File: config.mk
export PLATFORM = sky130hd
export DESIGN_NAME = deque_with_reverse_and_sort
export DESIGN_NICKNAME = d
export VERILOG_FILES = /design/src/design/dq_pkg.sv /design/src/design/deque_with_reverse_and_sort.sv /design/src/design/dq_ram.sv /design/src/design/dq_datapath.sv /design/src/design/dq_ctrl.sv
export SDC_FILE = /design/constraint.sdc
export NUM_CORES = 1
export LEC_CHECK = 0
export BUFFER_PORTS_ARGS = -buffer_cell sky130_fd_sc_hd__buf_2
export CAP_MARGIN = 20
export CORE_MARGIN = 2
export CORE_UTILIZATION = 32
export CTS_CLUSTER_SIZE = 8
export DETAILED_ROUTE_END_ITERATION = 10
export PLACE_DENSITY = 0.5
export SETUP_SLACK_MARGIN = 0.15
export SLEW_MARGIN = 40
export SYNTH_ARGS = -nofsm -noshare
export SYNTH_HDL_FRONTEND = slang
export SYNTH_SLANG_ARGS = --single-unit
File: constraint.sdc
create_clock -name clock -period 12.1 [get_ports clock]
set_input_delay 2.42 -clock clock [delete_from_list [all_inputs] [get_ports clock]]
set_output_delay 2.42 -clock clock [all_outputs]
set_load 0.005 [all_outputs]
File: src/design/dq_pkg.sv
// Shared types and constants for the deque block.
// Used by dq_ctrl, dq_datapath and deque_with_reverse_and_sort.
`timescale 1ns / 1ps
package dq_pkg;

   localparam logic [2:0] KIND_PUSH_BACK  = 3'd0;
   localparam logic [2:0] KIND_POP_BACK   = 3'd1;
   localparam logic [2:0] KIND_PUSH_FRONT = 3'd2;
   localparam logic [2:0] KIND_POP_FRONT  = 3'd3;
   localparam logic [2:0] KIND_CLEAR      = 3'd4;
   localparam logic [2:0] KIND_DUMP       = 3'd5;
   localparam logic [2:0] KIND_REVERSE    = 3'd6;
   localparam logic [2:0] KIND_SORT       = 3'd7;

   localparam logic [1:0] ST_WORD  = 2'd0;
   localparam logic [1:0] ST_EMPTY = 2'd1;
   localparam logic [1:0] ST_FULL  = 2'd2;

   typedef enum logic [3:0] {
      S_IDLE,
      S_POP_RD,
      S_POP_OUT,
      S_DUMP_RD,
      S_DUMP_OUT,
      S_SORT_RDA,
      S_SORT_RDB,
      S_SORT_CMP,
      S_SORT_WRB,
      S_STAT_OUT
   } state_type;

   // controller -> datapath
   typedef struct packed {
      logic       accept;      // latch command
      logic       do_push;     // write ring and adjust pointers
      logic       do_clear;
      logic       do_rev;
      logic       pop_rd;      // issue pop read
      logic       pop_commit;  // update pointers after pop
      logic       dump_start;
      logic       dump_next;
      logic       sort_start;
      logic       sort_rdb;
      logic       sort_cmp;    // latch b if in order, else write b to slot a
      logic       sort_wrb;    // write b
      logic       sort_next;
      logic       out_load;    // load output register from read data
      logic [1:0] out_status;
      logic       out_last;
   } cmd_type;

   // datapath -> controller
   typedef struct packed {
      logic full;
      logic empty;
      logic dump_last;    // walk position is final entry
      logic sort_swap;    // current pair out of order
      logic sort_pass_end;
      logic sort_done;
   } stat_type;

endpackage

File: src/design/deque_with_reverse_and_sort.sv
// Deque with reverse and sort: top level, controller plus datapath.
// Push, clear and reverse act when accepted; pop reads RAM, then output reg.
// Dump gives its results in order, each a RAM read then output register.
// Sort compares, and swaps if out of order, n*(n-1)/2 adjacent pairs.
// Synchronous active-high reset empties the queue; store contents undefined.
`timescale 1ns / 1ps
module deque_with_reverse_and_sort #(
   parameter int DEPTH      = 32,
   parameter int WORD_WIDTH = 32
) (
   input  logic               clock,
   input  logic               reset,
   input  logic               req_valid,
   output logic               req_ready,
   input  logic [2:0]         req_kind,
   input  logic signed [31:0] req_value,
   output logic               rsp_valid,
   input  logic               rsp_ready,
   output logic [1:0]         rsp_status,
   output logic signed [31:0] rsp_value_res,
   output logic               rsp_last
);
   dq_pkg::cmd_type  cmd;
   dq_pkg::stat_type stat;

   dq_ctrl u_ctrl (
      .clock(clock), .reset(reset),
      .req_valid(req_valid), .req_ready(req_ready), .req_kind(req_kind),
      .rsp_ready(rsp_ready), .rsp_valid(rsp_valid),
      .stat(stat), .cmd(cmd)
   );

   dq_datapath #(.DEPTH(DEPTH), .WORD_WIDTH(WORD_WIDTH)) u_dp (
      .clock(clock), .reset(reset), .cmd(cmd), .stat(stat),
      .req_kind(req_kind), .req_value(req_value),
      .out_status(rsp_status), .out_value(rsp_value_res), .out_last(rsp_last)
   );

`ifndef SYNTH
   a_no_word_status: assert property (@(posedge clock) disable iff (reset)
      rsp_valid && rsp_status != dq_pkg::ST_WORD |-> rsp_value_res == '0 && rsp_last)
      else $error("non-word status with data or without last");
   a_no_accept_busy: assert property (@(posedge clock) disable iff (reset)
      rsp_valid && !rsp_ready |-> !req_ready)
      else $error("accepted while result stalled");
   a_full_push: assert property (@(posedge clock) disable iff (reset)
      cmd.do_push |-> !stat.full)
      else $error("push into full ring");
`endif
endmodule

File: src/design/dq_ram.sv
// Generic single-port RAM with registered read.
// No dependencies.
`timescale 1ns / 1ps
module dq_ram #(
   parameter int WIDTH = 32,
   parameter int DEPTH = 32
) (
   input  logic                     clock,
   input  logic                     we,
   input  logic [$clog2(DEPTH)-1:0] addr,
   input  logic [WIDTH-1:0]         wdata,
   output logic [WIDTH-1:0]         rdata
);
   logic [WIDTH-1:0] mem [DEPTH];
   logic [WIDTH-1:0] rdata_ff;

   always_ff @(posedge clock) begin
      if (we) begin
         mem[addr] <= wdata;
      end
      rdata_ff <= mem[addr];
   end

   assign rdata = rdata_ff;
endmodule

File: src/design/dq_datapath.sv
// Deque datapath: ring pointers, orientation, walk counters, output register.
// Depends on dq_pkg and dq_ram.
`timescale 1ns / 1ps
module dq_datapath #(
   parameter int DEPTH      = 32,
   parameter int WORD_WIDTH = 32
) (
   input  logic               clock,
   input  logic               reset,
   input  dq_pkg::cmd_type    cmd,
   output dq_pkg::stat_type   stat,
   input  logic [2:0]         req_kind,
   input  logic signed [31:0] req_value,
   output logic [1:0]         out_status,
   output logic signed [31:0] out_value,
   output logic               out_last
);
   localparam int AW = (DEPTH > 1) ? $clog2(DEPTH) : 1;
   localparam int CW = $clog2(DEPTH + 1);

   logic [AW-1:0] head_ff, head_in;
   logic [CW-1:0] count_ff, count_in;
   logic          rev_ff, rev_in;
   logic [2:0]    kind_ff;
   logic [CW-1:0] pos_ff, pos_in;     // walk position (dump, sort j)
   logic [CW-1:0] lim_ff, lim_in;     // sort pass limit i
   logic [WORD_WIDTH-1:0] a_ff, b_ff;
   logic [AW-1:0] pop_slot_ff;
   logic [1:0]    ost_ff;
   logic signed [31:0] oval_ff;
   logic          olast_ff;

   logic                  we;
   logic [AW-1:0]         addr;
   logic [WORD_WIDTH-1:0] wdata, rdata;

   dq_ram #(.WIDTH(WORD_WIDTH), .DEPTH(DEPTH)) u_ram (
      .clock(clock), .we(we), .addr(addr), .wdata(wdata), .rdata(rdata)
   );

   // modulo-DEPTH add of two values below DEPTH
   function automatic logic [AW-1:0] wrap_add(input logic [CW:0] x, input logic [CW:0] y);
      logic [CW+1:0] s;
      s = {1'b0, x} + {1'b0, y};
      if (s >= (CW+2)'(DEPTH)) s = s - (CW+2)'(DEPTH);
      return s[AW-1:0];
   endfunction

   // physical slot of logical position p
   function automatic logic [AW-1:0] slot_of(input logic [CW-1:0] p,
                                             input logic [AW-1:0] h,
                                             input logic [CW-1:0] c,
                                             input logic r);
      logic [CW-1:0] off;
      off = r ? (c - 1'b1 - p) : p;
      return wrap_add({1'b0, {(CW-AW){1'b0}}, h}, {1'b0, off});
   endfunction

   logic          low_end;     // push at low end of run
   logic [AW-1:0] head_dec;
   logic [AW-1:0] pop_slot;
   logic signed [WORD_WIDTH-1:0] sa, sb;

   assign low_end  = ((req_kind == dq_pkg::KIND_PUSH_BACK) == rev_ff);
   assign head_dec = (head_ff == '0) ? AW'(DEPTH - 1) : head_ff - 1'b1;
   assign pop_slot = (kind_ff == dq_pkg::KIND_POP_FRONT)
                   ? slot_of('0, head_ff, count_ff, rev_ff)
                   : slot_of(count_ff - 1'b1, head_ff, count_ff, rev_ff);
   assign sa = a_ff;
   assign sb = rdata;

   // RAM port steering
   always_comb begin
      we    = 1'b0;
      addr  = slot_of(pos_ff, head_ff, count_ff, rev_ff);
      wdata = rdata;
      if (cmd.do_push) begin
         we    = 1'b1;
         addr  = low_end ? head_dec
                         : wrap_add({1'b0, {(CW-AW){1'b0}}, head_ff}, {1'b0, count_ff});
         wdata = WORD_WIDTH'(req_value);
      end else if (cmd.pop_rd) begin
         addr = pop_slot;
      end else if (cmd.sort_rdb) begin
         addr = slot_of(pos_ff + 1'b1, head_ff, count_ff, rev_ff);
      end else if (cmd.sort_cmp) begin
         we    = (sa > sb);
         addr  = slot_of(pos_ff, head_ff, count_ff, rev_ff);
         wdata = rdata;
      end else if (cmd.sort_wrb) begin
         we    = 1'b1;
         addr  = slot_of(pos_ff + 1'b1, head_ff, count_ff, rev_ff);
         wdata = a_ff;
      end
   end

   // pointer and counter updates
   always_comb begin
      head_in  = head_ff;
      count_in = count_ff;
      rev_in   = rev_ff;
      pos_in   = pos_ff;
      lim_in   = lim_ff;
      if (cmd.do_push) begin
         if (low_end) head_in = head_dec;
         count_in = count_ff + 1'b1;
      end
      if (cmd.pop_commit) begin
         if (pop_slot_ff == head_ff)
            head_in = (head_ff == AW'(DEPTH - 1)) ? '0 : head_ff + 1'b1;
         count_in = count_ff - 1'b1;
      end
      if (cmd.do_clear) count_in = '0;
      if (cmd.do_rev)   rev_in   = ~rev_ff;
      if (cmd.dump_start) pos_in = '0;
      if (cmd.dump_next)  pos_in = pos_ff + 1'b1;
      if (cmd.sort_start) begin
         pos_in = '0;
         lim_in = count_ff;
      end
      if (cmd.sort_next) begin
         if (stat.sort_pass_end) begin
            pos_in = '0;
            lim_in = lim_ff - 1'b1;
         end else begin
            pos_in = pos_ff + 1'b1;
         end
      end
   end

   always_ff @(posedge clock) begin
      if (reset) begin
         head_ff  <= '0;
         count_ff <= '0;
         rev_ff   <= 1'b0;
         pos_ff   <= '0;
         lim_ff   <= '0;
      end else begin
         head_ff  <= head_in;
         count_ff <= count_in;
         rev_ff   <= rev_in;
         pos_ff   <= pos_in;
         lim_ff   <= lim_in;
      end
   end

   // payload registers
   always_ff @(posedge clock) begin
      if (cmd.accept) kind_ff <= req_kind;
      if (cmd.pop_rd) pop_slot_ff <= pop_slot;
      if (cmd.sort_cmp) a_ff <= (sa > sb) ? a_ff : rdata;
      else if (cmd.sort_rdb) a_ff <= rdata;
      if (cmd.out_load) begin
         ost_ff   <= cmd.out_status;
         olast_ff <= cmd.out_last;
         oval_ff  <= (cmd.out_status == dq_pkg::ST_WORD) ? 32'(sb) : '0;
      end
   end

   // status to controller; sort ends once fewer than two entries remain in the pass
   always_comb begin
      stat.full          = (count_ff == CW'(DEPTH));
      stat.empty         = (count_ff == '0);
      stat.dump_last     = (pos_ff + 1'b1 == count_ff);
      stat.sort_swap     = (sa > sb);
      stat.sort_pass_end = (pos_ff + 2'd2 >= lim_ff);
      stat.sort_done     = (lim_ff <= CW'(1));
   end

   assign out_status = ost_ff;
   assign out_value  = oval_ff;
   assign out_last   = olast_ff;
endmodule

File: src/design/dq_ctrl.sv
// Deque controller: sequences commands and the output handshake.
// Depends on dq_pkg.
`timescale 1ns / 1ps
module dq_ctrl (
   input  logic             clock,
   input  logic             reset,
   input  logic             req_valid,
   output logic             req_ready,
   input  logic [2:0]       req_kind,
   input  logic             rsp_ready,
   output logic             rsp_valid,
   input  dq_pkg::stat_type stat,
   output dq_pkg::cmd_type  cmd
);
   dq_pkg::state_type state_ff, state_in;
   logic valid_ff, valid_in;

   always_ff @(posedge clock) begin
      if (reset) begin
         state_ff <= dq_pkg::S_IDLE;
         valid_ff <= 1'b0;
      end else begin
         state_ff <= state_in;
         valid_ff <= valid_in;
      end
   end

   // next state and commands
   always_comb begin
      logic acc, out_free;
      state_in  = state_ff;
      cmd       = '0;
      out_free  = !valid_ff || rsp_ready;
      valid_in  = valid_ff && !rsp_ready;
      req_ready = (state_ff == dq_pkg::S_IDLE) && out_free;
      acc       = req_ready && req_valid;
      case (state_ff)
         dq_pkg::S_IDLE: begin
            if (acc) begin
               cmd.accept = 1'b1;
               case (req_kind)
                  dq_pkg::KIND_PUSH_BACK, dq_pkg::KIND_PUSH_FRONT: begin
                     if (stat.full) begin
                        cmd.out_load = 1'b1; cmd.out_status = dq_pkg::ST_FULL;
                        cmd.out_last = 1'b1; valid_in = 1'b1;
                     end else begin
                        cmd.do_push = 1'b1;
                     end
                  end
                  dq_pkg::KIND_POP_BACK, dq_pkg::KIND_POP_FRONT: begin
                     if (stat.empty) begin
                        cmd.out_load = 1'b1; cmd.out_status = dq_pkg::ST_EMPTY;
                        cmd.out_last = 1'b1; valid_in = 1'b1;
                     end else begin
                        state_in = dq_pkg::S_POP_RD;
                     end
                  end
                  dq_pkg::KIND_CLEAR:   cmd.do_clear = 1'b1;
                  dq_pkg::KIND_REVERSE: cmd.do_rev = 1'b1;
                  dq_pkg::KIND_DUMP: begin
                     if (stat.empty) begin
                        cmd.out_load = 1'b1; cmd.out_status = dq_pkg::ST_EMPTY;
                        cmd.out_last = 1'b1; valid_in = 1'b1;
                     end else begin
                        cmd.dump_start = 1'b1;
                        state_in = dq_pkg::S_DUMP_RD;
                     end
                  end
                  default: begin
                     cmd.sort_start = 1'b1;
                     state_in = dq_pkg::S_SORT_RDA;
                  end
               endcase
            end
         end
         // kind_ff latched; issue read of pop slot
         dq_pkg::S_POP_RD: begin
            cmd.pop_rd = 1'b1;
            state_in = dq_pkg::S_POP_OUT;
         end
         dq_pkg::S_POP_OUT: begin
            if (out_free) begin
               cmd.out_load = 1'b1; cmd.out_status = dq_pkg::ST_WORD;
               cmd.out_last = 1'b1; valid_in = 1'b1;
               cmd.pop_commit = 1'b1;
               state_in = dq_pkg::S_IDLE;
            end
         end
         dq_pkg::S_DUMP_RD: state_in = dq_pkg::S_DUMP_OUT;
         dq_pkg::S_DUMP_OUT: begin
            if (out_free) begin
               cmd.out_load = 1'b1; cmd.out_status = dq_pkg::ST_WORD;
               cmd.out_last = stat.dump_last; valid_in = 1'b1;
               if (stat.dump_last) begin
                  state_in = dq_pkg::S_IDLE;
               end else begin
                  cmd.dump_next = 1'b1;
                  state_in = dq_pkg::S_DUMP_RD;
               end
            end
         end
         // sort: read a (pos), read b (pos+1), compare/write a, write b
         dq_pkg::S_SORT_RDA: begin
            if (stat.sort_done) begin
               state_in = dq_pkg::S_IDLE;
            end else begin
               state_in = dq_pkg::S_SORT_RDB;
            end
         end
         dq_pkg::S_SORT_RDB: begin
            cmd.sort_rdb = 1'b1;
            state_in = dq_pkg::S_SORT_CMP;
         end
         dq_pkg::S_SORT_CMP: begin
            cmd.sort_cmp = 1'b1;
            if (stat.sort_swap) begin
               state_in = dq_pkg::S_SORT_WRB;
            end else begin
               cmd.sort_next = 1'b1;
               state_in = dq_pkg::S_SORT_RDA;
            end
         end
         dq_pkg::S_SORT_WRB: begin
            cmd.sort_wrb = 1'b1;
            cmd.sort_next = 1'b1;
            state_in = dq_pkg::S_SORT_RDA;
         end
         default: state_in = dq_pkg::S_IDLE;
      endcase
   end

   assign rsp_valid = valid_ff;
endmodule

==> summary.md <==
| Metric | Value |
|---|---|
| DR vias | `24,700` |
| Setup CP Type | `in -> reg` |
| Post-synth top area share | `70.4%` |
| Final setup violation count | `0` |
| Vias per inst | `5.25` |
| Seq/Total Area, Yosys | `73.0%` |
| Post-route setup slack | `5.48 ns` |
| Critical-path cell list | `buf_2, nand2b_1, and4_1, and3_4, mux2i_4, buf_6, buf_12, buf_16, buf_6, mux4_2, a22oi_1, nand4_1` |
| Final min period | `6.62 ns` |
| Clock Path Buffers | `3` |
| Area Overhead vs Synth | `16.8%` |
| Synthesized area per cell | `18.9 um2` |
| Critical-path maximum fanout | `61` |
| Total CTS buffers | `163` |
| Clk_lat worst skew | `0.78 ns` |
| CP startpoint kind | `input pin` |
| Yosys warnings | `0` |
| Top cell by count, worst path | `buf_6` |
| Vias in the first global route | `25,600` |
| Core Area | `0.146 mm2` |
| Relative slew slack | `43.0%` |
| Initial antenna violation count | `7` |
| IO Count | `76` |
| Worst Skew | `0.0538 ns` |
| Die Y | `387 um` |
| Number of distinct library cells after synthesis | `84` |
| Ys async rst share | `0%` |
| DRC violations left | `0` |
| Post-synth EDFFs | `1,099` |
| Rows | `140` |
| Cell leakage power | `17.6 nW` |
| Port buffer count | `75` |
| Diode count | `0` |
| Data required time of the worst path | `12.73 ns` |
| VDD IR max | `0.000260 V` |
| Setup TNS | `0 ns` |
| Placer's final routability congestion estimate | `0.789` |
| RSZ-0062 raised after global routing | `no` |
| Critical path arrival | `7.24 ns` |
| Max cap viols | `0` |
| Area of the mapped netlist | `0.0469 mm2` |
| Largest net degree at the start of global routing | `93` |
| Max stage delay on crit path | `0.73 ns` |
| Starting Density | `32.2%` |
| Hpwl dp | `74,600 um` |
| CP endpoint kind | `flip-flop` |
| Setup Buffers After CTS | `0` |
| Main synth FF type | `edfxtp_1` |
| Iteration-0 DRC Markers | `2,366` |
| Hold_buf cts | `0` |
| Worst-Margin Slew | `0.855 ns` |
| Remaining antenna violation count | `0` |
| Layout cells sized above 1 | `24.6%` |
| Max-slew violation count | `0` |
| Routed WL | `129,000 um` |
| Syn Inst Count | `2,478` |
| Hold crit path type | `reg -> reg` |
| Placement Setup Slack | `4.42 ns` |
| # resized after CTS | `0` |
| Dominant cell type by area after synthesis | `edfxtp_1` |
| GRT overflow | `0` |
| Power Dens Cells | `267 mW/mm2` |
| Top cells by area in the synthesized netlist | `edfxtp_1 70%, mux4_2 12%, dfxtp_1 2.6%` |
| DR WL/cell | `27.4 um` |
| Slowest stage cell on the critical path | `and3_4` |
| Hold Fails Final Rpt | `0` |
| DRT Pass-1 Iters | `5` |
| Root buffer cell | `clkbuf_16` |
| CTS tree | `built` |
| Status | `finished clean` |
| Die Area | `0.150 mm2` |
| Total Routing Usage GR | `17.2%` |
| FMAX | `151 MHz` |
| Syn nets | `2,594` |
| Horizontal die dimension | `387 um` |
| Final period utilization | `54.7%` |
| CTS Sinks | `1,160` |
| First-pass GRT wire length | `186,000 um` |
| Yosys reg bits | `1,160` |
| Net count, final | `2,789` |
| Worst-path clk slew | `0.05 ns` |
| CTS H-tree depth | `4` |
-- cells in the final DEF, fill, tap and decap left out, types with 71 or more instances in the layout --
| cell type | n |
|---|---|
| a21oi_1 | 78 |
| a22oi_1 | 135 |
| buf_2 | 75 |
| buf_4 | 85 |
| clkbuf_1 | 108 |
| clkbuf_16 | 164 |
| edfxtp_1 | 1099 |
| ha_1 | 71 |
| mux4_2 | 253 |
| nor2_1 | 82 |
-- stage by stage --
stage               util (%)  instance area [um2]  hold slack, ns  cells  power [mW]
floorplan                  -                46900           0.408   2478        8.93
global placement        34.2                49800           0.416   4422        10.4
detailed placement      34.2                49800           0.419   4422        10.5
CTS                     37.6                54700           0.419   4710        14.8
global route            37.6                54800           0.433   4713        15.3
finish                  37.6                54800           0.417   4713        14.6
-- cell type report --
| type | instances | area, um2 |
|---|---|---|
| clock buffer | 274 | 4540 |
| clock inverter | 14 | 293 |
| fill | 13200 | 90800 |
| inverter | 78 | 293 |
| multi-input combinational | 1100 | 11800 |
| sequential | 1160 | 34200 |
| tap | 1917 | 2400 |
| timing repair buffer | 170 | 1190 |
-- state kept, by name (all words and copies together) (netlist names) --
| register | count |
|---|---|
| u_dp.count_ff | 6 |
| u_dp.pos_ff | 6 |
| u_dp.a_ff | 32 |
| u_dp.out_status | 2 |
| u_dp.u_ram.rdata | 32 |
| u_dp.rev_ff | 1 |
| u_dp.kind_ff | 3 |
| u_dp.out_last | 1 |
| u_dp.head_ff | 5 |
| u_ctrl.rsp_valid | 1 |
| u_dp.lim_ff | 6 |
| u_dp.pop_slot_ff | 5 |
| u_dp.u_ram.mem | 1024 |
| u_ctrl.state_ff | 4 |
| u_dp.out_value | 32 |
-- logic make-up (layout without fill, tap and decap cells) --
kind of cell / Yosys count / count (layout) / share of synthesized area (%)
flops: 1160 / 1160 / 73.0
simple gates: 362 / 362 / 3.90
compound gates: 348 / 348 / 4.99
mux: 265 / 265 / 12.5
buf+inv: 218 / 536 / 2.52
fa+ha+maj: 77 / 77 / 2.15
xor+xnor: 48 / 48 / 0.958
-- worst max-delay path: cells and delay by family --
kind            cells  cell delay [ns]
compound gates      1             0.30
mux                 2             0.91
simple gates        4             1.54
buf+inv             5             1.91
-- routing by layer --
metal	global-route usage, %	vias to the layer above	routed length (um)	part of all wire [%]
li1	-	10500	-	-
met1	24.2	13200	57300	44
met2	27.8	858	62200	48
met3	2.75	175	7350	5.7
met4	4.44	0	2340	1.8
met5	0	-	0	0
-- cell usage after synthesis, types with 4 or more instances --
cell type,number
a21o_1,18
xor2_1,16
nor4_1,6
nand2_1,72
a22oi_1,135
mux4_2,253
and3_1,9
nand3_1,15
mux2i_1,9
and2_1,10
dfxtp_1,61
nor2b_1,16
buf_4,25
edfxtp_1,1099
ha_1,71
a21oi_1,79
nand2b_1,7
clkbuf_1,44
o21ai_0,60
buf_6,23
inv_1,70
nor3_1,40
inv_2,8
nor2_1,114
nand4_1,44
fa_1,6
buf_2,45
a211oi_1,10
and4_1,4
xnor2_1,29
a31oi_1,4
-- final timing paths --
path | startpoint | to | slack [ns] | depth (start not counted)
worst min register to register | u_dp.u_ram.rdata[28] | u_dp.a_ff[28] | 0.42 | 0
worst max-delay path | rsp_ready | u_dp.u_ram.rdata[24] | 5.48 | 12
worst max register to register | u_dp.count_ff[0] | u_dp.u_ram.mem[16][1] | 5.62 | 19
worst min-delay path | u_dp.u_ram.rdata[28] | u_dp.a_ff[28] | 0.42 | 0
-- power by group --
| part | internal (mW) | total, mW | switching, mW |
|---|---|---|---|
| sequential | 5.27 | 5.41 | 0.143 |
| combinational | 1.97 | 4.95 | 2.98 |
| clock | 2.55 | 4.28 | 1.72 |
| total | 9.80 | 14.6 | 4.85 |
(Power assumes the default switching activity.)
